## config.mk

```make
export PLATFORM = sky130hd
export DESIGN_NAME = ssab_div
export DESIGN_NICKNAME = d
export VERILOG_FILES = /design/src/rtl/core/ssab_pkg.sv /design/src/rtl/core/ssab_div.sv
export SDC_FILE = /design/constraint.sdc
export NUM_CORES = 2
export LEC_CHECK = 0
export BUFFER_PORTS_ARGS = -buffer_cell sky130_fd_sc_hd__buf_2
export CORE_MARGIN = 3
export CORE_UTILIZATION = 60
export CTS_BUF_LIST = sky130_fd_sc_hd__clkbuf_4 sky130_fd_sc_hd__clkbuf_8 sky130_fd_sc_hd__clkbuf_16
export CTS_CLUSTER_DIAMETER = 200
export DETAILED_ROUTE_END_ITERATION = 10
export PLACE_DENSITY = 0.76
export SLEW_MARGIN = 20
export SYNTH_ARGS = -nofsm -noshare
export SYNTH_HDL_FRONTEND = slang
export SYNTH_MEMORY_MAX_BITS = 65536
export SYNTH_SLANG_ARGS = --single-unit
export TNS_END_PERCENT = 20
```

## constraint.sdc

```tcl
create_clock -name clk -period 4.3 [get_ports clk]
set_clock_uncertainty 0.1 [all_clocks]
set_input_delay 0.645 -clock clk [delete_from_list [all_inputs] [get_ports clk]]
set_output_delay 0.645 -clock clk [all_outputs]
set_load 0.01 [all_outputs]
```

## src/rtl/core/ssab_pkg.sv

```systemverilog
// Shared constants for the anti-aliased segment shader.
// No dependencies; used by the top level, the divider and the checker.
package ssab_pkg;

  localparam int COORD_BITS_DEF = 12;
  localparam int FRAC_BITS_DEF  = 8;
  localparam int HW_BITS        = 8;
  localparam int COLOR_BITS     = 8;
  // Perpendicular cross products at or above 2**CMAG_BITS are never drawn.
  localparam int CMAG_BITS      = 26;
  localparam int CFG_IDX_BITS   = 4;

  localparam logic [CFG_IDX_BITS-1:0] REG_START_X  = 4'd0;
  localparam logic [CFG_IDX_BITS-1:0] REG_START_Y  = 4'd1;
  localparam logic [CFG_IDX_BITS-1:0] REG_END_X    = 4'd2;
  localparam logic [CFG_IDX_BITS-1:0] REG_END_Y    = 4'd3;
  localparam logic [CFG_IDX_BITS-1:0] REG_HALF_W   = 4'd4;
  localparam logic [CFG_IDX_BITS-1:0] REG_STROKE_R = 4'd5;
  localparam logic [CFG_IDX_BITS-1:0] REG_STROKE_G = 4'd6;
  localparam logic [CFG_IDX_BITS-1:0] REG_STROKE_B = 4'd7;

endpackage

```

## src/rtl/core/ssab_div.sv

```systemverilog
// Pipelined restoring divider, one quotient bit per stage, with a tag carried alongside.
// Depends on ssab_pkg for the stroke half-width size that bounds the quotient.
module ssab_div #(
  parameter int NUM_W     = 52,
  parameter int REM_W     = 26,
  parameter int FRAC_BITS = 8,
  parameter int TAG_W     = 48
) (
  input  logic                                           clk,
  input  logic                                           rst_n,
  input  logic                                           en,
  input  logic                                           in_vld,
  input  logic [NUM_W-1:0]                               in_num,
  input  logic [REM_W-1:0]                               in_den,
  input  logic [TAG_W-1:0]                               in_tag,
  output logic                                           out_vld,
  output logic [2*ssab_pkg::HW_BITS+2*FRAC_BITS-1:0]     out_quo,
  output logic [TAG_W-1:0]                               out_tag
);
  import ssab_pkg::*;

  // The numerator is below den * 2**QI, so only the low QI numerator bits
  // need a stage of their own; the rest seed the remainder.
  localparam int QI = 2*HW_BITS;
  localparam int QB = QI + 2*FRAC_BITS;

  logic [QB-1:0]    vld_r;
  logic [REM_W-1:0] rem_r [QB];
  logic [REM_W-1:0] den_r [QB];
  logic [QI-1:0]    nb_r  [QB];
  logic [QB-1:0]    quo_r [QB];
  logic [TAG_W-1:0] tag_r [QB];

  logic [REM_W-1:0] rem_nxt [QB];
  logic [QI-1:0]    nb_nxt  [QB];
  logic [QB-1:0]    quo_nxt [QB];

  always_comb begin : p_step
    logic [REM_W-1:0] rem_c;
    logic [REM_W-1:0] den_c;
    logic [QI-1:0]    nb_c;
    logic [QB-1:0]    quo_c;
    logic [REM_W:0]   trial;
    for (int k = 0; k < QB; k++) begin
      if (k == 0) begin
        rem_c = REM_W'(in_num >> QI);
        den_c = in_den;
        nb_c  = in_num[QI-1:0];
        quo_c = '0;
      end else begin
        rem_c = rem_r[k-1];
        den_c = den_r[k-1];
        nb_c  = nb_r[k-1];
        quo_c = quo_r[k-1];
      end
      trial = {rem_c, nb_c[QI-1]};
      if (trial >= {1'b0, den_c}) begin
        rem_nxt[k] = REM_W'(trial - {1'b0, den_c});
        quo_nxt[k] = {quo_c[QB-2:0], 1'b1};
      end else begin
        rem_nxt[k] = trial[REM_W-1:0];
        quo_nxt[k] = {quo_c[QB-2:0], 1'b0};
      end
      nb_nxt[k] = {nb_c[QI-2:0], 1'b0};
    end
  end

  always_ff @(posedge clk) begin
    if (!rst_n) begin
      vld_r <= '0;
    end else if (en) begin
      vld_r <= {vld_r[QB-2:0], in_vld};
    end
  end

  always_ff @(posedge clk) begin
    if (en) begin
      for (int k = 0; k < QB; k++) begin
        rem_r[k] <= rem_nxt[k];
        nb_r[k]  <= nb_nxt[k];
        quo_r[k] <= quo_nxt[k];
        if (k == 0) begin
          den_r[k] <= in_den;
          tag_r[k] <= in_tag;
        end else begin
          den_r[k] <= den_r[k-1];
          tag_r[k] <= tag_r[k-1];
        end
      end
    end
  end

  assign out_vld = vld_r[QB-1];
  assign out_quo = quo_r[QB-1];
  assign out_tag = tag_r[QB-1];

endmodule

```

# Yosys cells after proc, flatten, opt, wreduce, memory -nomap -nowiden
# Memory sizes are Yosys's and may differ from the RTL's.
# Cells that the tools add are included.
dict set report word_totals {
  n_memories 5
  ff_bits 32
  input_bits 130
  mem_bits_rw 4704
  out_inout_bits 81
  elab_cells 136
}
# name words width rd rd_clocked_by_memory_dff wr line_no
set memory_table {}
lappend memory_table {tag_r 32 48 32 0 32 ssab_div.sv:32} ;# logic [TAG_W-1:0] tag_r [QB];
lappend memory_table {quo_r 32 32 32 0 32 ssab_div.sv:31} ;# logic [QB-1:0] quo_r [QB];
lappend memory_table {den_r 32 26 31 0 32 ssab_div.sv:29} ;# logic [REM_W-1:0] den_r [QB];
lappend memory_table {rem_r 32 26 31 0 32 ssab_div.sv:28} ;# logic [REM_W-1:0] rem_r [QB];
lappend memory_table {nb_r 32 15 31 0 32 ssab_div.sv:30} ;# logic [QI-1:0] nb_r [QB];
dict set report op_classes {
  muxes 66
  order_cmp 32
  add_sub_neg 32
}
# cell count
set op_table {}
lappend op_table {{27-bit by 26-bit >= comparator with 1-bit output} 32}
lappend op_table {{26-bit 2-to-1 mux} 32}
lappend op_table {{26-bit subtractor} 32}
lappend op_table {{1-bit 2-to-1 mux} 34}

# Longest topological paths before layout
# An unclocked memory read counts as a cell.
dict set report depth {
  word_depth 3
  depth_mapped 15
}

# Worst setup path after synthesis
# No wires, ideal clock.
dict set report synth_path {
  path_kind {input -> register}
  from {in in_den[4]}
  to {mem rem_r[0][10], data pin}
  n_path_buf 2
  slack_ps 643
  path_stages 13
  required_ps 3940
  arrival_time_ps 3297
  path_cell_list {inv_1 ha_1 a21o_1 a21o_1 a221oi_2 o21ai_1 a311oi_1 o31ai_1 a21oi_1 o41a_1 buf_2 buf_4 mux2_2}
}
# element line_no
set synth_lines {}
lappend synth_lines {{start, declared} ssab_div.sv:14} ;# input logic [REM_W-1:0] in_den,
lappend synth_lines {{end, declared} ssab_div.sv:28}

==> results.py <==
metrics = {
    "run_status": {
        "status": "finished clean",
    },
    "setup_path": {
        "critical_path_class": "reg2reg",
        "start_kind": "flop",
        "path_max_fanout": 27,
        "end_kind": "flop",
        "cp.arrival_ps": 4680,
        "required_ps": 4820,
    },
    "grt": {
        "first_global_vias": 93600,
        "antenna_found_initial": 7,
        "grt_max_degree": 114,
        "grt-ovfl-total": 0,
        "grt_pass1_wl_mm": 533,
        "grtUsageTotal": 0.238,
    },
    "timing": {
        "timing_hold_violations_final": 0,
        "setup_viol": 0,
        "finalSetupTns_ps": 0,
        "fmax_ghz": 0.240,
        "period_share": 0.968,
        "rsz0062_at_grt": "no",
        "drv_slew": 0,
        "min_period_ps": 4160,
        "max_slew.worst_pin.slew_ps": 1070,
        "slew-limit-headroom": 0.285,
    },
    "floorplanning": {
        "core_sq_um": 277000,
        "die_height_microns": 534,
        "start_util": 0.604,
        "pin_count": 211,
        "fp.dieW_microns": 534,
        "num_rows": 193,
        "die_area_sq_um": 285000,
    },
    "clock_tree": {
        "cts_tree": "built",
        "h-tree-depth": 5,
        "cts.sinks": 3828,
        "clock-root-buffer": "clkbuf_16",
        "clkTransAtPathRegs_ps": 60,
        "cts_buffers": 377,
        "clock_latency_ps": 940,
        "clockBufferDepth": 4,
    },
    "synth": {
        "synth_top_area_frac": 0.682,
        "synthMuxAreaShare": 0.0308,
        "synth_top_family_by_area": "compound AO/OA/AOI/OAI gates",
        "ys_seq_area_frac": 0.686,
        "synth_top_area_cell": "edfxtp_1",
        "synth_area_sq_um": 167000,
        "synth_edf_count": 3796,
        "synth_xor_area_frac": 0.0356,
        "synth_async_sr_flop_share": 0,
        "ys_warn_count": 0,
        "synth-seq-cells": 3828,
        "synthFlopType": "edfxtp_1",
        "synth_fa_ha_area_frac": 0.0659,
        "ys_top_cells_by_area": "edfxtp_1 (68%), ha_1 (6.2%), mux2_2 (2.6%)",
        "synth_fp_nets": 12600,
        "syn_area_per_cell_sq_um": 14.4,
        "synth_compound_area_frac": 0.0940,
        "ys_types": 102,
        "synthCells": 11600,
        "synthSimpleGateAreaFrac": 0.0581,
    },
    "detailed_routing": {
        "final_antenna_net_count": 0,
        "first_pass_iters": 6,
        "drc": 0,
        "drt_iter0_markers": 7860,
        "wl_per_cell_microns": 21.0,
        "dr_total_vias": 94000,
        "drt-vias-per-instance": 5.74,
        "wl_mm": 344,
    },
    "power_and_ir_drop": {
        "leakage_nw": 73.0,
        "power_density_nw_per_um2": 707,
        "peakVddDrop_mv": 0.452,
    },
    "final_layout": {
        "fill_cells": 19000,
        "final_nets": 13300,
        "drive_gt1_frac": 0.123,
        "area_growth_pct": 12.8,
        "final_cell_area_sq_um": 188000,
    },
    "place": {
        "postPlaceCellArea_sq_um": 175000,
        "io_buffers": 200,
        "post-dp-hpwl_mm": 235,
        "gp_congestion": 0.952,
    },
    "job": {
        "cap_violations": 0,
    },
    "hold_path": {
        "worstHoldPathType": "in2reg",
    },
}
[power by group]
part	total, W	switching, W	leakage [nW]	internal [W]
sequential	0.0539	0.00391	37.4	0.0500
clock	0.0333	0.0143	6.22	0.0190
combinational	0.0461	0.0258	29.4	0.0204
[cells in the final DEF, fill, tap and decap left out, types with 26 or more instances in the layout]
cell,netlist,layout
a211oi_1,62,62
a21o_1,400,400
a21oi_1,873,873
a31oi_1,93,89
and2_1,35,35
and3_1,76,76
buf_12,2,62
buf_2,51,199
buf_4,10,180
bufinv_16,0,36
clkbuf_16,0,381
clkbuf_4,0,64
clkinv_1,0,83
clkinv_2,0,65
dfxtp_1,32,32
dlygate4sd3_1,0,117
edfxtp_1,3796,3796
fa_1,31,31
ha_1,831,831
inv_1,1075,1075
mux2_2,393,393
mux2i_1,55,55
nand2_1,511,511
nand2b_1,100,100
nand3_1,155,155
nand4_1,117,117
nor2_1,604,604
nor2b_1,129,129
nor3_1,113,113
nor4_1,29,29
o211ai_1,29,29
o21a_1,93,92
o21ai_0,460,460
o21bai_1,117,117
o31ai_1,59,58
or2_2,26,26
or3_1,29,29
xnor2_1,429,429
xor2_1,250,250
[worst max-delay path, cell delays in order, from the launching register on]
cell and delay (ps):
edfxtp_1 410, ha_1 380, and3_1 300, o21ai_0 180, a211o_1 330, a21boi_1 220, o21ai_1 160, o31ai_1 600
a41o_1 280, a21oi_2 100, o211ai_4 230, buf_12 210, mux2_2 360
[final timing paths]
check        cells past startpoint  slack [ps]             to          start
max reg2reg                     12         140   rem_r[0][44]    rem_r[0][1]
min                              1          80   tag_r[1][47]             en
max                             12         140   rem_r[0][44]    rem_r[0][1]
min reg2reg                      0         290  tag_r[21][23]  tag_r[20][23]
[per-layer routing]
metal  share of wire  GRT usage
met2            0.50      0.406
met3           0.046     0.0256
met4           0.026     0.0639
met1            0.43      0.330
met5               0          0
[flip-flops by register name, summed over array words and instances (netlist names)]
register	cells
rem_r	806
tag_r	1536
vld_r	32
den_r	806
nb_r	120
quo_r	528
[cell type report]
class	count	area (sq um)	area share
timing repair buffer	558	4760	0.0253
tap	3705	4640	0.0246
clock inverter	247	2690	0.0143
sequential	3828	115000	0.608
inverter	1075	4040	0.0214
antenna	2	5.00	0.0000266
multi-input combinational	6514	47600	0.253
clock buffer	446	10000	0.0532
[cell families after synthesis]
group / after synthesis
buf+inv: 1270
simple gates: 2023
compound gates: 2490
xor+xnor: 679
flops: 3828
mux: 460
fa+ha+maj: 862
[per-stage QoR]
stage	total power [W]	cells	hold WS, ps	setup slack [ps]	utilization
3_5_place_dp	0.0997	15600	305	146	0.631
6_report	0.133	16400	75.8	138	0.681
3_3_place_gp	0.0987	15600	300	150	0.631
4_1_cts	0.134	16400	27.2	245	0.681
5_1_grt	0.141	16400	53.3	16.0	0.681
2_1_floorplan	0.0866	11600	300	643	-
[synth_stat cells, types with 20 or more instances]
cell type and n:
ha_1 831, a31o_2 24, and2_1 35, nor3_1 113, nor2b_1 129, edfxtp_1 3796
a211o_1 22, a2111oi_0 20, nand3_1 155, clkbuf_1 119, a21oi_1 873, a211oi_1 62
o21a_1 93, nor2_1 604, nand2b_1 100, mux2_2 393, o211ai_1 29, a31oi_1 93
o31ai_1 59, o21bai_1 117, nand2_1 511, a21boi_0 22, and3_1 76, a21o_1 400
nand4_1 117, inv_1 1075, xnor2_1 429, mux2i_1 55, or3_1 29, dfxtp_1 32
buf_2 51, or2_2 26, nor4_1 29, xor2_1 250, o21ai_0 460, fa_1 31
[what timing repair did]
item / CTS / global route
hold buffers: 117 / 0
setup endpoints to repair: 0 / 18
hold endpoints to repair: 122 / 0
resized for setup: 0 / 2
buffers inserted: 0 / 0
No activity file was read; power rests on OpenSTA's default activity.
