### src/rtl/core/ssab_sqrt.sv
// Pipelined integer square root, one root bit per stage, with a tag carried alongside.
// No package dependencies.
module ssab_sqrt #(
  parameter int IN_W  = 32,
  parameter int TAG_W = 48
) (
  input  logic              clk,
  input  logic              rst_n,
  input  logic              en,
  input  logic              in_vld,
  input  logic [IN_W-1:0]   in_rad,
  input  logic [TAG_W-1:0]  in_tag,
  output logic              out_vld,
  output logic [IN_W/2-1:0] out_root,
  output logic [TAG_W-1:0]  out_tag
);

  localparam int RT_W = IN_W/2;

  logic [RT_W-1:0]  vld_r;
  logic [RT_W:0]    rem_r  [RT_W];
  logic [RT_W-1:0]  root_r [RT_W];
  logic [IN_W-1:0]  rad_r  [RT_W];
  logic [TAG_W-1:0] tag_r  [RT_W];

  logic [RT_W:0]    rem_nxt  [RT_W];
  logic [RT_W-1:0]  root_nxt [RT_W];
  logic [IN_W-1:0]  rad_nxt  [RT_W];

  always_comb begin : p_step
    logic [RT_W:0]   rem_c;
    logic [RT_W-1:0] root_c;
    logic [IN_W-1:0] rad_c;
    logic [RT_W+2:0] r4;
    logic [RT_W+2:0] trial;
    for (int k = 0; k < RT_W; k++) begin
      if (k == 0) begin
        rem_c  = '0;
        root_c = '0;
        rad_c  = in_rad;
      end else begin
        rem_c  = rem_r[k-1];
        root_c = root_r[k-1];
        rad_c  = rad_r[k-1];
      end
      r4    = {rem_c, rad_c[IN_W-1:IN_W-2]};
      trial = {1'b0, root_c, 2'b01};
      if (r4 >= trial) begin
        rem_nxt[k]  = (RT_W+1)'(r4 - trial);
        root_nxt[k] = {root_c[RT_W-2:0], 1'b1};
      end else begin
        rem_nxt[k]  = r4[RT_W:0];
        root_nxt[k] = {root_c[RT_W-2:0], 1'b0};
      end
      rad_nxt[k] = {rad_c[IN_W-3:0], 2'b00};
    end
  end

  always_ff @(posedge clk) begin
    if (!rst_n) begin
      vld_r <= '0;
    end else if (en) begin
      vld_r <= {vld_r[RT_W-2:0], in_vld};
    end
  end

  always_ff @(posedge clk) begin
    if (en) begin
      for (int k = 0; k < RT_W; k++) begin
        rem_r[k]  <= rem_nxt[k];
        root_r[k] <= root_nxt[k];
        rad_r[k]  <= rad_nxt[k];
        if (k == 0) begin
          tag_r[k] <= in_tag;
        end else begin
          tag_r[k] <= tag_r[k-1];
        end
      end
    end
  end

  assign out_vld  = vld_r[RT_W-1];
  assign out_root = root_r[RT_W-1];
  assign out_tag  = tag_r[RT_W-1];

endmodule

### config.mk
export PLATFORM = sky130hd
export DESIGN_NAME = ssab_sqrt
export DESIGN_NICKNAME = d
export VERILOG_FILES = /design/src/rtl/core/ssab_sqrt.sv
export SDC_FILE = /design/constraint.sdc
export NUM_CORES = 1
export LEC_CHECK = 0
export BUFFER_PORTS_ARGS = -buffer_cell sky130_fd_sc_hd__buf_2
export CORE_ASPECT_RATIO = 0.75
export CORE_MARGIN = 1
export CORE_UTILIZATION = 55
export DETAILED_ROUTE_END_ITERATION = 6
export GPL_ROUTABILITY_DRIVEN = 0
export HOLD_SLACK_MARGIN = 0.02
export MAX_ROUTING_LAYER = met4
export PLACE_DENSITY = 0.81
export SKIP_LAST_GASP = 1
export SLEW_MARGIN = 5
export SYNTH_ARGS = -nofsm -noshare
export SYNTH_HDL_FRONTEND = slang
export SYNTH_SLANG_ARGS = --single-unit
### constraint.sdc
create_clock -name clk -period 2.87 [get_ports clk]
set_input_delay 0.287 -clock clk [delete_from_list [all_inputs] [get_ports clk]]
set_output_delay 0.287 -clock clk [all_outputs]
set_load 0.01 [all_outputs]
; ---- After elaboration in Yosys (flattened, before gate mapping)
; Memories as Yosys holds them, arrays and structs flattened.
; Cells that the tools add are included.
[word_totals]
register_bits = 16
mem_bits_rw = 1776
inputBits = 84
elab_cells = 71
n_memories = 4
[memory_table]
columns = name, words, word_bits, read_ports, rd_clocked_by_memory_dff, write_ports, line
row1 = tag_r, 16, 48, 16, 0, 16, 24  ; logic [TAG_W-1:0] tag_r [RT_W];
row2 = rad_r, 16, 30, 15, 0, 16, 23  ; logic [IN_W-1:0] rad_r [RT_W];
row3 = rem_r, 16, 17, 15, 0, 16, 21  ; logic [RT_W:0] rem_r [RT_W];
row4 = root_r, 16, 16, 16, 0, 16, 22  ; logic [RT_W-1:0] root_r [RT_W];
[op_classes]
add_sub_neg = 16
n_lt_le_gt_ge = 16
n_mux = 34
[op_table]
columns = op, count
row1 = 19-bit by 18-bit greater-or-equal comparator with 1-bit output, 15
row2 = 17-bit two-way mux, 16
row3 = 17-bit subtractor, 15
row4 = 1-bit two-way mux, 18
row5 = 2-bit by 1-bit subtractor with 3-bit output (second input constant), 1
row6 = 2-bit by 1-bit greater-or-equal comparator with 1-bit output (second input constant), 1

; ---- Longest topological paths before layout
; Gate-level depths: netlist (run 1).
; An unclocked memory read counts as a cell.
[logic_depth]
word_depth = 3
depth_mapped = 12
ltp_nobuf = 10

; ---- Worst setup path before layout (run 1)
; No wires, ideal clock.
[synth_timing]
path_type = reg2reg
from = mem rem_r[1][68] (netlist bit)
to = mem rem_r[1][93] (netlist bit) (data pin)
setup_ps = 260
t_arrival_ps = 2409
t_required_ps = 2610
setup_slack_ps = 201
path_stages_with_launch = 10
n_path_buf = 1
cell_sequence = edfxtp_1 -> ha_1 -> o21a_1 -> or4_1 -> o21ai_1 -> a21oi_1 -> a22oi_2 -> nand4_2 -> buf_2 -> mux2_2
[synth_rtl]
columns = item, line
row1 = start: declaration, 21

==> summary.txt, run 1 <==
Cells and area
  – Layout cells sized above 1: 13.78%
  – Area delta synth->final: 14.56%
  – # fillers: between 6000 and 7000
  – Cell Count, Final, Fillers Out: 4678
  – Antenna diode count: 0
  – Final #Nets: roughly 3600

Timing
  – Period utilization: 97.27%
  – Final setup vio count: 0
  – Tmin final: 2792 ps
  – Final number of hold-violating endpoints: 0
  – Clock Skew: 24.09 ps
  – Pins Over Slew Limit: 0
  – Least-Margin Pin Slew: 601.0 ps
  – Maximum clock rate: 358.2 MHz
  – Rel. slew slack: 59.56%

Power
  – Static leakage: 22.14 nW
  – Tot Pwr: about 46 mW
  – PD cells: 762.3 nW/um2
  – Max rail drop VDD: 605.7 uV

CTS
  – TritonCTS Buffers: 130
  – Root buffer cell: clkbuf_16
  – Reg clk slew, reported paths: 60 ps
  – H-tree levels: 4
  – Clock Latency Late Sink: ~730 ps
  – Clock tree sinks: about 1400
  – CTS tree: yes
  – CTS max path bufs: 3

Setup path
  – Crit path max-delay family: simple AND/OR/NAND/NOR gates
  – CP endpoint kind: register
  – Type of origin of the critical path: register
  – Largest stage delay on the critical path: 490 ps
  – Max FO, Critical Path: 10
  – Req. time, crit path: between 3000 and 4000 ps
  – Critical path class: register to register
  – Slowest CP cell: nor4bb_2
  – Worst Path Buf+Inv: 1
  – Crit-path cells: ha_1 -> or3_1 -> o22ai_2 -> o221ai_1 -> nor4bb_2 -> buf_4 -> mux2_2
  – WP data arrival: 3270 ps

Drt
  – Vias per inst: 5.261
  – DRT iter0 DRCs: 1823
  – Average wire per standard cell: 15.91 um
  – WL final: about 74 mm
  – First-pass DRT Iterations: 6
  – Detailed-route via count: 24609
  – Antenna Nets Post-Route: 0
  – DR DRC count: 0

Synth
  – Register area share after synthesis: approximately four fifths
  – Post-synth ARST share: 0%
  – Share of the synthesized area in the top cell type: 79.32%
  – Syn avg cell area: 17.53 um2
  – Number of synthesized flops with an enable pin: 1381
  – Post-synth top cells: 1381 x edfxtp_1, 188 x inv_1, 152 x ha_1, 138 x nor2_1, 127 x a21oi_1
  – Count leader, synth: edfxtp_1
  – Syn. warnings: 0
  – Area leader, netlist: edfxtp_1
  – Number of synthesized register bits: between 1000 and 1500
  – Synth area leaders: edfxtp_1 79%, ha_1 3.6%, xnor2_1 1.4%
  – Mapped Cells: about 3000
  – Yosys cell types: 73
  – Ys flop type: edfxtp_1
  – Synthesized area: 52280 um2
  – Post-Syn Nets: about 3200

Outcome
  – Status: complete, no violations

Floorplanning
  – Placement Rows: 97
  – I/O Pins: 149
  – Initial core utilization: 55.73%
  – Die Area: around 96000 um2
  – Vert. Die Dim: 269.0 um
  – Core area: 93820 um2
  – Die width: about 360 um

Global routing
  – Largest net degree at the start of global routing: roughly 110
  – Vias in the first global route: 24334
  – GRT Total Usage: approximately 16%
  – Initial antenna violation count: 0
  – First-pass GRT wire length: about 120 mm
  – Gr ovfl total: 0

Placement
  – Placed Cells: around 4400
  – I/O Buffers: ~150
  – Hpwl dp: 44.79 mm

Flow run
  – Max-capacitance violation count: 0

Hold path
  – Worst hold path type: primary input to register
==> registers in the layout, summed over array words and instances, names as in the netlist <==
register / flops
rad_r: 240
rem_r: 237
root_r: 136
tag_r: 768
vld_r: 16
==> routing by layer <==
metal	share of wire (%)	track usage, %	wire length (um)
met5	0	-	0
met4	2.5	6.463	1887
met3	4.3	2.985	3176
met2	50	26.21	36850
met1	44	20.13	32530
==> power by group <==
| part | internal [mW] | switching, mW | leakage [nW] |
|---|---|---|---|
| clock | 9.37 | 7.24 | 2.01 |
| combinational | 1.78 | 2.22 | 6.62 |
| sequential | 24.4 | 0.691 | 13.5 |
==> layout by cell type (no fill, tap or decap), drive strengths merged, types with 25 or more instances in the layout <==
cell type / instances
nand2b: 25
nor2: 138
buf: 224
a21oi: 127
nor2b: 37
o21ai: 99
clkinv: 48
nand3: 35
xnor2: 85
xor2: 81
nor3: 45
edfxtp: 1381
dlygate4sd3: 84
inv: 196
a21o: 43
mux2i: 28
mux2: 44
ha: 152
nor4: 30
nand2: 112
clkbuf: 165
==> stage by stage <==
step	setup WS, ps	cell area, um2	hold slack, ps	TNS, ps	util [%]
2_1_floorplan	201.0	52280	385.9	0	-
3_3_place_gp	114.5	54860	400.1	0	58.48
3_5_place_dp	-49.86	54860	404.5	-300.3	58.48
4_1_cts	18.01	59860	196.9	0	63.80
5_1_grt	-51.93	59890	220.7	-90.56	63.84
6_report	78.38	59890	250.6	0	63.84
==> kinds of logic (layout without fill, tap and decap cells) <==
family	count (synthesis)	count (layout)	share of synthesized area [%]
compound gates	389	389	4.612
xor+xnor	166	166	2.781
fa+ha+maj	152	152	3.638
buf+inv	271	729	2.324
flops	1397	1397	79.93
mux	72	72	1.484
other cells	1	1	0.007173
simple gates	535	535	5.222
==> repair_timing <==
| action | CTS | global route |
|---|---|---|
| hold endpoints to repair | 132 | 0 |
| buffers inserted | 0 | 1 |
| hold buffers | 84 | 0 |
| pin swaps | 0 | 1 |
| gates cloned | 0 | 0 |
| setup endpoints to repair | 7 | 27 |
| gates resized for setup | 1 | 6 |
==> path summary, 6_finish.rpt <==
path | from | end | slack [ps] | depth (start not counted)
hold / removal | in_tag[4] | tag_r[0][4]$_DFFE_PP_ | 250 | 2
setup / recovery | rem_r[0][104]$_DFFE_PP_ | rem_r[0][125]$_DFFE_PP_ | 80 | 7
setup reg to reg | rem_r[0][104]$_DFFE_PP_ | rem_r[0][125]$_DFFE_PP_ | 80 | 7
hold reg to reg | tag_r[0][232]$_DFFE_PP_ | tag_r[0][280]$_DFFE_PP_ | 390 | 0
==> cell type report <==
cell class | instances | area, um2 | area share, %
tap | 1237 | 1548 | 2.584
multi-input combinational | 1315 | 9311 | 15.55
clock inverter | 67 | 737.0 | 1.230
timing repair buffer | 308 | 2380 | 3.974
inverter | 189 | 709.4 | 1.185
sequential | 1397 | 41790 | 69.78
clock buffer | 165 | 3416 | 5.703
Note: power is estimated with default switching activity, not from simulation.
==> run 2: changes to the inputs <==
Settings changed: GPL_TIMING_DRIVEN set to 0, PLACE_DENSITY 0.81 to 0.78.
Clock period 2.87 ns to 3 ns, I/O delays scaled along.
==> run 2 against run 1 <==
  * Setup slack barely moved
  * Register-to-register slack about the same
  * Clock skew up 5.8 ps
  * Clock power barely moved
  * Routed wire length shrank 3.6%
  * Total power shrank 3.1%
  * Hold slack worse by 1.3 ps
  * Core utilization increased by 0.36 points
  * Combinational power fell by 5%
  * Count of clock-buffer cells in the layout is 3 lower
  * Sequential cell count unchanged
  * Critical path type unchanged
  * Largest cell class unchanged
  * Largest power group unchanged
  * Highest routed layer unchanged
==> summary.txt, run 2 (synthesized netlist as in run 1, its figures left out) <==
Outcome
  – Status: complete, no violations

Power
  – Max rail drop VDD: 619.9 uV (+2.3%)
  – PD cells: 734.9 nW/um2 (-3.6%)
  – Static leakage: 22.24 nW (+0.44%)

Timing
  – Clock Skew: 29.85 ps (+5.758 ps)
  – Rel. slew slack: 36.76% (-23 points)
  – Pins Over Slew Limit: 0 (unchanged)
  – Tmin final: 2922 ps (+129.9 ps)
  – Maximum clock rate: 342.3 MHz (-4.4%)
  – Final hold slack: 249.3 ps (-1.308 ps)
  – PnR worst setup slack: 78.47 ps (+0.08570 ps)
  – RSZ-0062 raised after global routing: true
  – Final number of hold-violating endpoints: 0 (unchanged)
  – Final setup vio count: 0 (unchanged)
  – Least-Margin Pin Slew: 948.6 ps (+347.6 ps)
  – Period utilization: 97.38% (+0.12 points)

Floorplanning
  – Core area: 93820 um2 (unchanged)
  – I/O Pins: 149 (unchanged)
  – Initial core utilization: 55.73% (unchanged)
  – Vert. Die Dim: 269.0 um (unchanged)
  – Placement Rows: 97 (unchanged)
  – Die Area: 96310 um2 (unchanged)
  – Die width: 358.0 um (unchanged)

CTS
  – H-tree levels: 4 (unchanged)
  – TritonCTS Buffers: 133 (+2.3%)
  – Reg clk slew, reported paths: 60 ps (about the same)
  – Clock Latency Late Sink: 750 ps (+20 ps)
  – Root buffer cell: clkbuf_16
  – CTS max path bufs: 3 (unchanged)
  – CTS tree: yes
  – Clock tree sinks: 1397 (unchanged)

Flow run
  – Max-capacitance violation count: 0 (unchanged)

Hold path
  – Min-delay src: in_tag[19]
  – Worst hold path type: primary input to register

Placement
  – Hpwl dp: 42.05 mm (-6.1%)
  – I/O Buffers: 148 (unchanged)
  – Post-Place Worst Slack: -361.1 ps (-311.3 ps)

Cells and area
  – Largest Register: tag_r
  – # fillers: 6319 (-0.11%)
  – Area delta synth->final: 15.20%
  – Antenna diode count: 0 (unchanged)
  – Most common cell after layout, fill and taps aside: edfxtp_1
  – Final #Nets: 3596 (+0.53%)
  – Biggest regs: tag_r x768, rad_r x240, rem_r x237
  – Commonest cells after routing, fill and taps aside: 1381 x edfxtp_1, 188 x inv_1, 152 x ha_1
  – Layout cells sized above 1: 14.05% (+0.28 points)
  – Max reg flops: 768 (unchanged)

Setup path
  – CP endpoint kind: register
  – Req. time, crit path: 3480 ps (+140 ps)
  – Crit-path cells: inv_1 -> ha_1 -> and3_1 -> a22o_1 -> a21o_1 -> a41oi_1 -> o2111ai_2 -> clkbuf_2 -> nand3_1 -> o21ai_0
  – Critical R2R Launch: root_r[1][20]$_DFFE_PP_
  – Largest stage delay on the critical path: 380 ps (-110 ps)
  – Critical path class: register to register
  – WP data arrival: 3400 ps (+130 ps)
  – Crit path from: root_r[1][20]$_DFFE_PP_
  – Type of origin of the critical path: register
  – Max FO, Critical Path: 10 (unchanged)
  – Slowest CP cell: a41oi_1

Drt
  – DR DRC count: 0 (unchanged)
  – Detailed-route via count: 24435 (-0.71%)
  – Average wire per standard cell: 15.25 um (-4.1%)
  – DRT iter0 DRCs: 1746 (-4.2%)
  – Antenna Nets Post-Route: 0 (unchanged)
  – Vias per inst: 5.196 (-1.2%)
  – First-pass DRT Iterations: 5 (-1)
  – WL final: 71.74 mm (-3.6%)

Global routing
  – GRT Total Usage: 15.43% (-0.68 points)
  – Largest net degree at the start of global routing: 183 (+62%)
  – Gr ovfl total: 0 (unchanged)
  – Vias in the first global route: 23769 (-2.3%)
  – First-pass GRT wire length: 115.3 mm (-4.0%)
  – Initial antenna violation count: 0 (unchanged)
==> run 2: cell count changes in the layout (fill, tap and decap cells not counted), sizes merged <==
cell	before	now
buf	224	216
bufinv	9	12
clkbuf	165	185
clkinv	48	61
clkinvlp	3	2
dlygate4sd3	84	85
inv	196	193
==> run 2: final timing paths <==
check	to	slack (ps)	cells past startpoint
setup / recovery	rem_r[1][41]$_DFFE_PP_	80	10
hold / removal	tag_r[0][19]$_DFFE_PP_	250	2
setup reg to reg	rem_r[1][41]$_DFFE_PP_	80	10
hold reg to reg	rad_r[1][26]$_DFFE_PP_	400	0
==> run 2: layout make-up <==
| class | count | area [um2] | area share, % |
|---|---|---|---|
| Buffer | 80 | 513.0 | 0.8518 |
| Sequential cell | 1397 | 41790 | 69.39 |
| Timing Repair Buffer | 244 | 1887 | 3.133 |
| Multi-Input combinational cell | 1315 | 9393 | 15.60 |
| Clock buffer | 162 | 3458 | 5.742 |
| Inverter | 189 | 709.4 | 1.178 |
| Clock inverter | 79 | 929.6 | 1.544 |
| Tap cell | 1237 | 1548 | 2.570 |
==> run 2: repair_timing <==
| item | 4_1_cts | 5_1_grt |
|---|---|---|
| setup endpoints to repair | 48 | 216 |
| gates resized for setup | 15 | 20 |
| pin swaps | 1 | 1 |
| hold buffers | 86 | 0 |
| hold endpoints to repair | 102 | 0 |
| setup buffers | 1 | 0 |
| gates cloned | 0 | 1 |
==> run 2: layer usage <==
| layer | wire length (um) | part of all wire [%] | GRT usage, % | up-vias |
|---|---|---|---|---|
| li1 | - | - | - | 12040 |
| met1 | 31920 | 44 | 19.08 | 11688 |
| met2 | 34880 | 49 | 24.82 | 550 |
| met3 | 2962 | 4.1 | 3.228 | 157 |
| met4 | 1974 | 2.8 | 6.671 | 0 |
| met5 | 0 | 0 | - | - |
==> run 2: worst max-delay path, delay by kind of cell, from the launching register on <==
family | cells | cell delay [ps]
adders and majority gates | 1 | 340
and+or+nand+nor | 2 | 360
buffers and inverters | 2 | 350
AOI/OAI and AO/OA | 5 | 1250
DFF | 1 | 360
==> run 2: per-stage QoR <==
| stage | total power, mW | cells | utilization (%) | TNS (ps) | instance area (um2) |
|---|---|---|---|---|---|
| after floorplan | 26.70 | 2983 | - | 0 | 52280 |
| after global placement | 28.51 | 4368 | 58.17 | - | 54570 |
| after detailed placement | 27.99 | 4376 | 58.42 | -58900 | 54810 |
| after CTS | 44.73 | 4704 | 64.11 | -11.61 | 60150 |
| after global routing | 46.06 | 4703 | 64.20 | -82.07 | 60230 |
| final | 44.26 | 4703 | 64.20 | 0 | 60230 |
==> run 2: power by group <==
group / internal, mW / switching, mW
combinational: 1.68 / 2.13
sequential: 23.3 / 0.638
clock: 9.40 / 7.09
==> run 3: changes to the inputs <==
Settings changed: REMOVE_ABC_BUFFERS set to 1.
==> run 3 against run 2 <==
  * Final area down 1.2%
  * Routed wire length down 3.7%
  * Total power down 2.2%
  * Global-route usage down 0.54 points
  * First-iteration DRC count up 15%
  * Die area unchanged
  * Via count down 2.5%
  * Count of clock-buffer cells in the layout up 5
  * Critical path type unchanged
  * Largest cell class unchanged
  * Largest power group unchanged
==> summary.txt, run 3 (synthesized netlist as in run 1, its figures left out) <==
Cells and area
  – Antenna diode count: 0 (unchanged)
  – Biggest regs: tag_r x768, rad_r x240, rem_r x237
  – Max reg flops: 768 (unchanged)
  – Final core occ: 63.41% (-0.79 points)
  – Largest Register: tag_r
  – Post-Layout Inst Area: 59490 um2 (-1.2%)
  – Final #Nets: 3521 (-2.1%)
  – Commonest cells after routing, fill and taps aside: 1381 x edfxtp_1, 188 x inv_1, 152 x ha_1
  – # fillers: 6406 (+1.4%)
  – Area delta synth->final: 13.79%
  – Layout cells sized above 1: 12.20% (-1.9 points)
  – Most common cell after layout, fill and taps aside: edfxtp_1

Drt
  – Antenna Nets Post-Route: 0 (unchanged)
  – Detailed-route via count: 23825 (-2.5%)
  – Vias per inst: 5.154 (-0.81%)
  – DR DRC count: 0 (unchanged)
  – Average wire per standard cell: 14.94 um (-2.1%)
  – WL final: 69.07 mm (-3.7%)
  – Met1 Wirelength: 29.97 mm (-6.1%)
  – First-pass DRT Iterations: 6 (+1)
  – Metal3 WL: 2.894 mm (-2.3%)
  – Max Used Layer: met4
  – DRT iter0 DRCs: 2001 (+15%)
  – Met2 routed WL: 34.60 mm (-0.80%)

Global routing
  – Initial antenna violation count: 0 (unchanged)
  – Gr ovfl total: 0 (unchanged)
  – Vias in the first global route: 23542 (-0.96%)
  – First-pass GRT wire length: 112.6 mm (-2.3%)
  – Largest net degree at the start of global routing: 173 (-5.5%)
  – GRT Total Usage: 14.89% (-0.54 points)

Setup path
  – CP endpoint kind: register
  – Req. time, crit path: 3450 ps (-30 ps)
  – Max FO, Critical Path: 14 (+4)
  – Critical path class: register to register
  – WP data arrival: 3320 ps (-80 ps)
  – Type of origin of the critical path: register

CTS
  – H-tree levels: 4 (unchanged)
  – Reg clk slew, reported paths: 60 ps (about the same)
  – CTS max path bufs: 3 (unchanged)
  – TritonCTS Buffers: 131 (-1.5%)
  – Clock tree sinks: 1397 (unchanged)
  – CTS tree: yes
  – Clock Latency Late Sink: 720 ps (-30 ps)
  – Root buffer cell: clkbuf_16

Hold path
  – Worst hold path type: primary input to register

Placement
  – Placed Area: 54380 um2 (-0.77%)
  – Post-Place Worst Slack: -613.6 ps (-252.5 ps)
  – I/O Buffers: 148 (unchanged)
  – Hpwl dp: 40.48 mm (-3.7%)

Power
  – PD cells: 727.8 nW/um2 (-0.96%)
  – Max rail drop VDD: 522.6 uV (-16%)
  – Static leakage: 21.85 nW (-1.8%)
  – Tot Pwr: 43.30 mW (-2.2%)

Floorplanning
  – Die Area: 96310 um2 (unchanged)
  – Core area: 93820 um2 (unchanged)
  – Die width: 358.0 um (unchanged)
  – Placement Rows: 97 (unchanged)
  – I/O Pins: 149 (unchanged)
  – Initial core utilization: 55.73% (unchanged)
  – Vert. Die Dim: 269.0 um (unchanged)

Timing
  – Final hold slack: 119.7 ps (-129.6 ps)
  – PnR worst setup slack: 122.7 ps (+44.24 ps)
  – Period utilization: 95.91% (-1.5 points)
  – Rel. slew slack: 38.17% (+1.4 points)
  – Final setup vio count: 0 (unchanged)
  – Final number of hold-violating endpoints: 0 (unchanged)
  – Pins Over Slew Limit: 0 (unchanged)
  – Tmin final: 2877 ps (-44.24 ps)
  – Maximum clock rate: 347.6 MHz (+1.5%)
  – Least-Margin Pin Slew: 927.4 ps (-21.17 ps)
  – Clock Skew: 38.38 ps (+8.530 ps)

Flow run
  – Max-capacitance violation count: 0 (unchanged)

Outcome
  – Status: complete, no violations
==> run 3: where the power goes <==
group | total [mW] | switching, mW | internal [mW]
Sequential | 24.0 | 0.630 | 23.3
Clock | 15.6 | 6.83 | 8.80
Combinational | 3.71 | 2.07 | 1.64
Total | 43.3 | 9.53 | 33.8
==> run 3: critical path: stages, from the launching register on <==
cell      delay (ps)
edfxtp_1         360
inv_1             60
ha_1             340
o21a_1           150
or4_1            400
o21ai_1          230
a21oi_2          160
a22oi_2          300
nand4_4          140
buf_12           190
mux2_2           280
==> run 3: path summary, 6_finish.rpt <==
check	endpoint	cells past startpoint	slack, ps	start
setup / recovery	rem_r[1][91]$_DFFE_PP_	10	120	root_r[1][64]$_DFFE_PP_
hold / removal	tag_r[0][93]$_DFFE_PP_	2	120	en
setup reg to reg	rem_r[1][91]$_DFFE_PP_	10	120	root_r[1][64]$_DFFE_PP_
hold reg to reg	tag_r[0][292]$_DFFE_PP_	0	400	tag_r[0][244]$_DFFE_PP_
==> run 3: timing repair <==
action                                  4_1_cts  5_1_grt
setup buffers                                 5        2
endpoints found under the hold margin       147        0
resized for setup                             6       10
pin swaps                                     2        1
endpoints found under the setup margin       52       42
hold buffers                                 85        0
==> run 3: cell type report <==
| class | count | area (um2) | area share, % |
|---|---|---|---|
| Tap cell | 1237 | 1548 | 2.602 |
| Sequential cell | 1397 | 41790 | 70.25 |
| Inverter | 189 | 709.4 | 1.193 |
| Multi-Input combinational cell | 1315 | 9380 | 15.77 |
| Clock inverter | 67 | 626.9 | 1.054 |
| Timing Repair Buffer | 251 | 1959 | 3.294 |
| Clock buffer | 167 | 3477 | 5.845 |
==> run 3: layer usage <==
layer  vias to the layer above  track usage, %
met4                         0           5.336
li1                      11867               -
met1                     11332           18.06
met2                       480           24.81
met3                       146           3.154
met5                         -               -
==> run 3: stage by stage <==
stage	std cells	setup TNS, ps
floorplan	2901	-8077
global placement	4286	-
detailed placement	4297	-189060
CTS	4621	0
global route	4623	-18.70
finish	4623	0
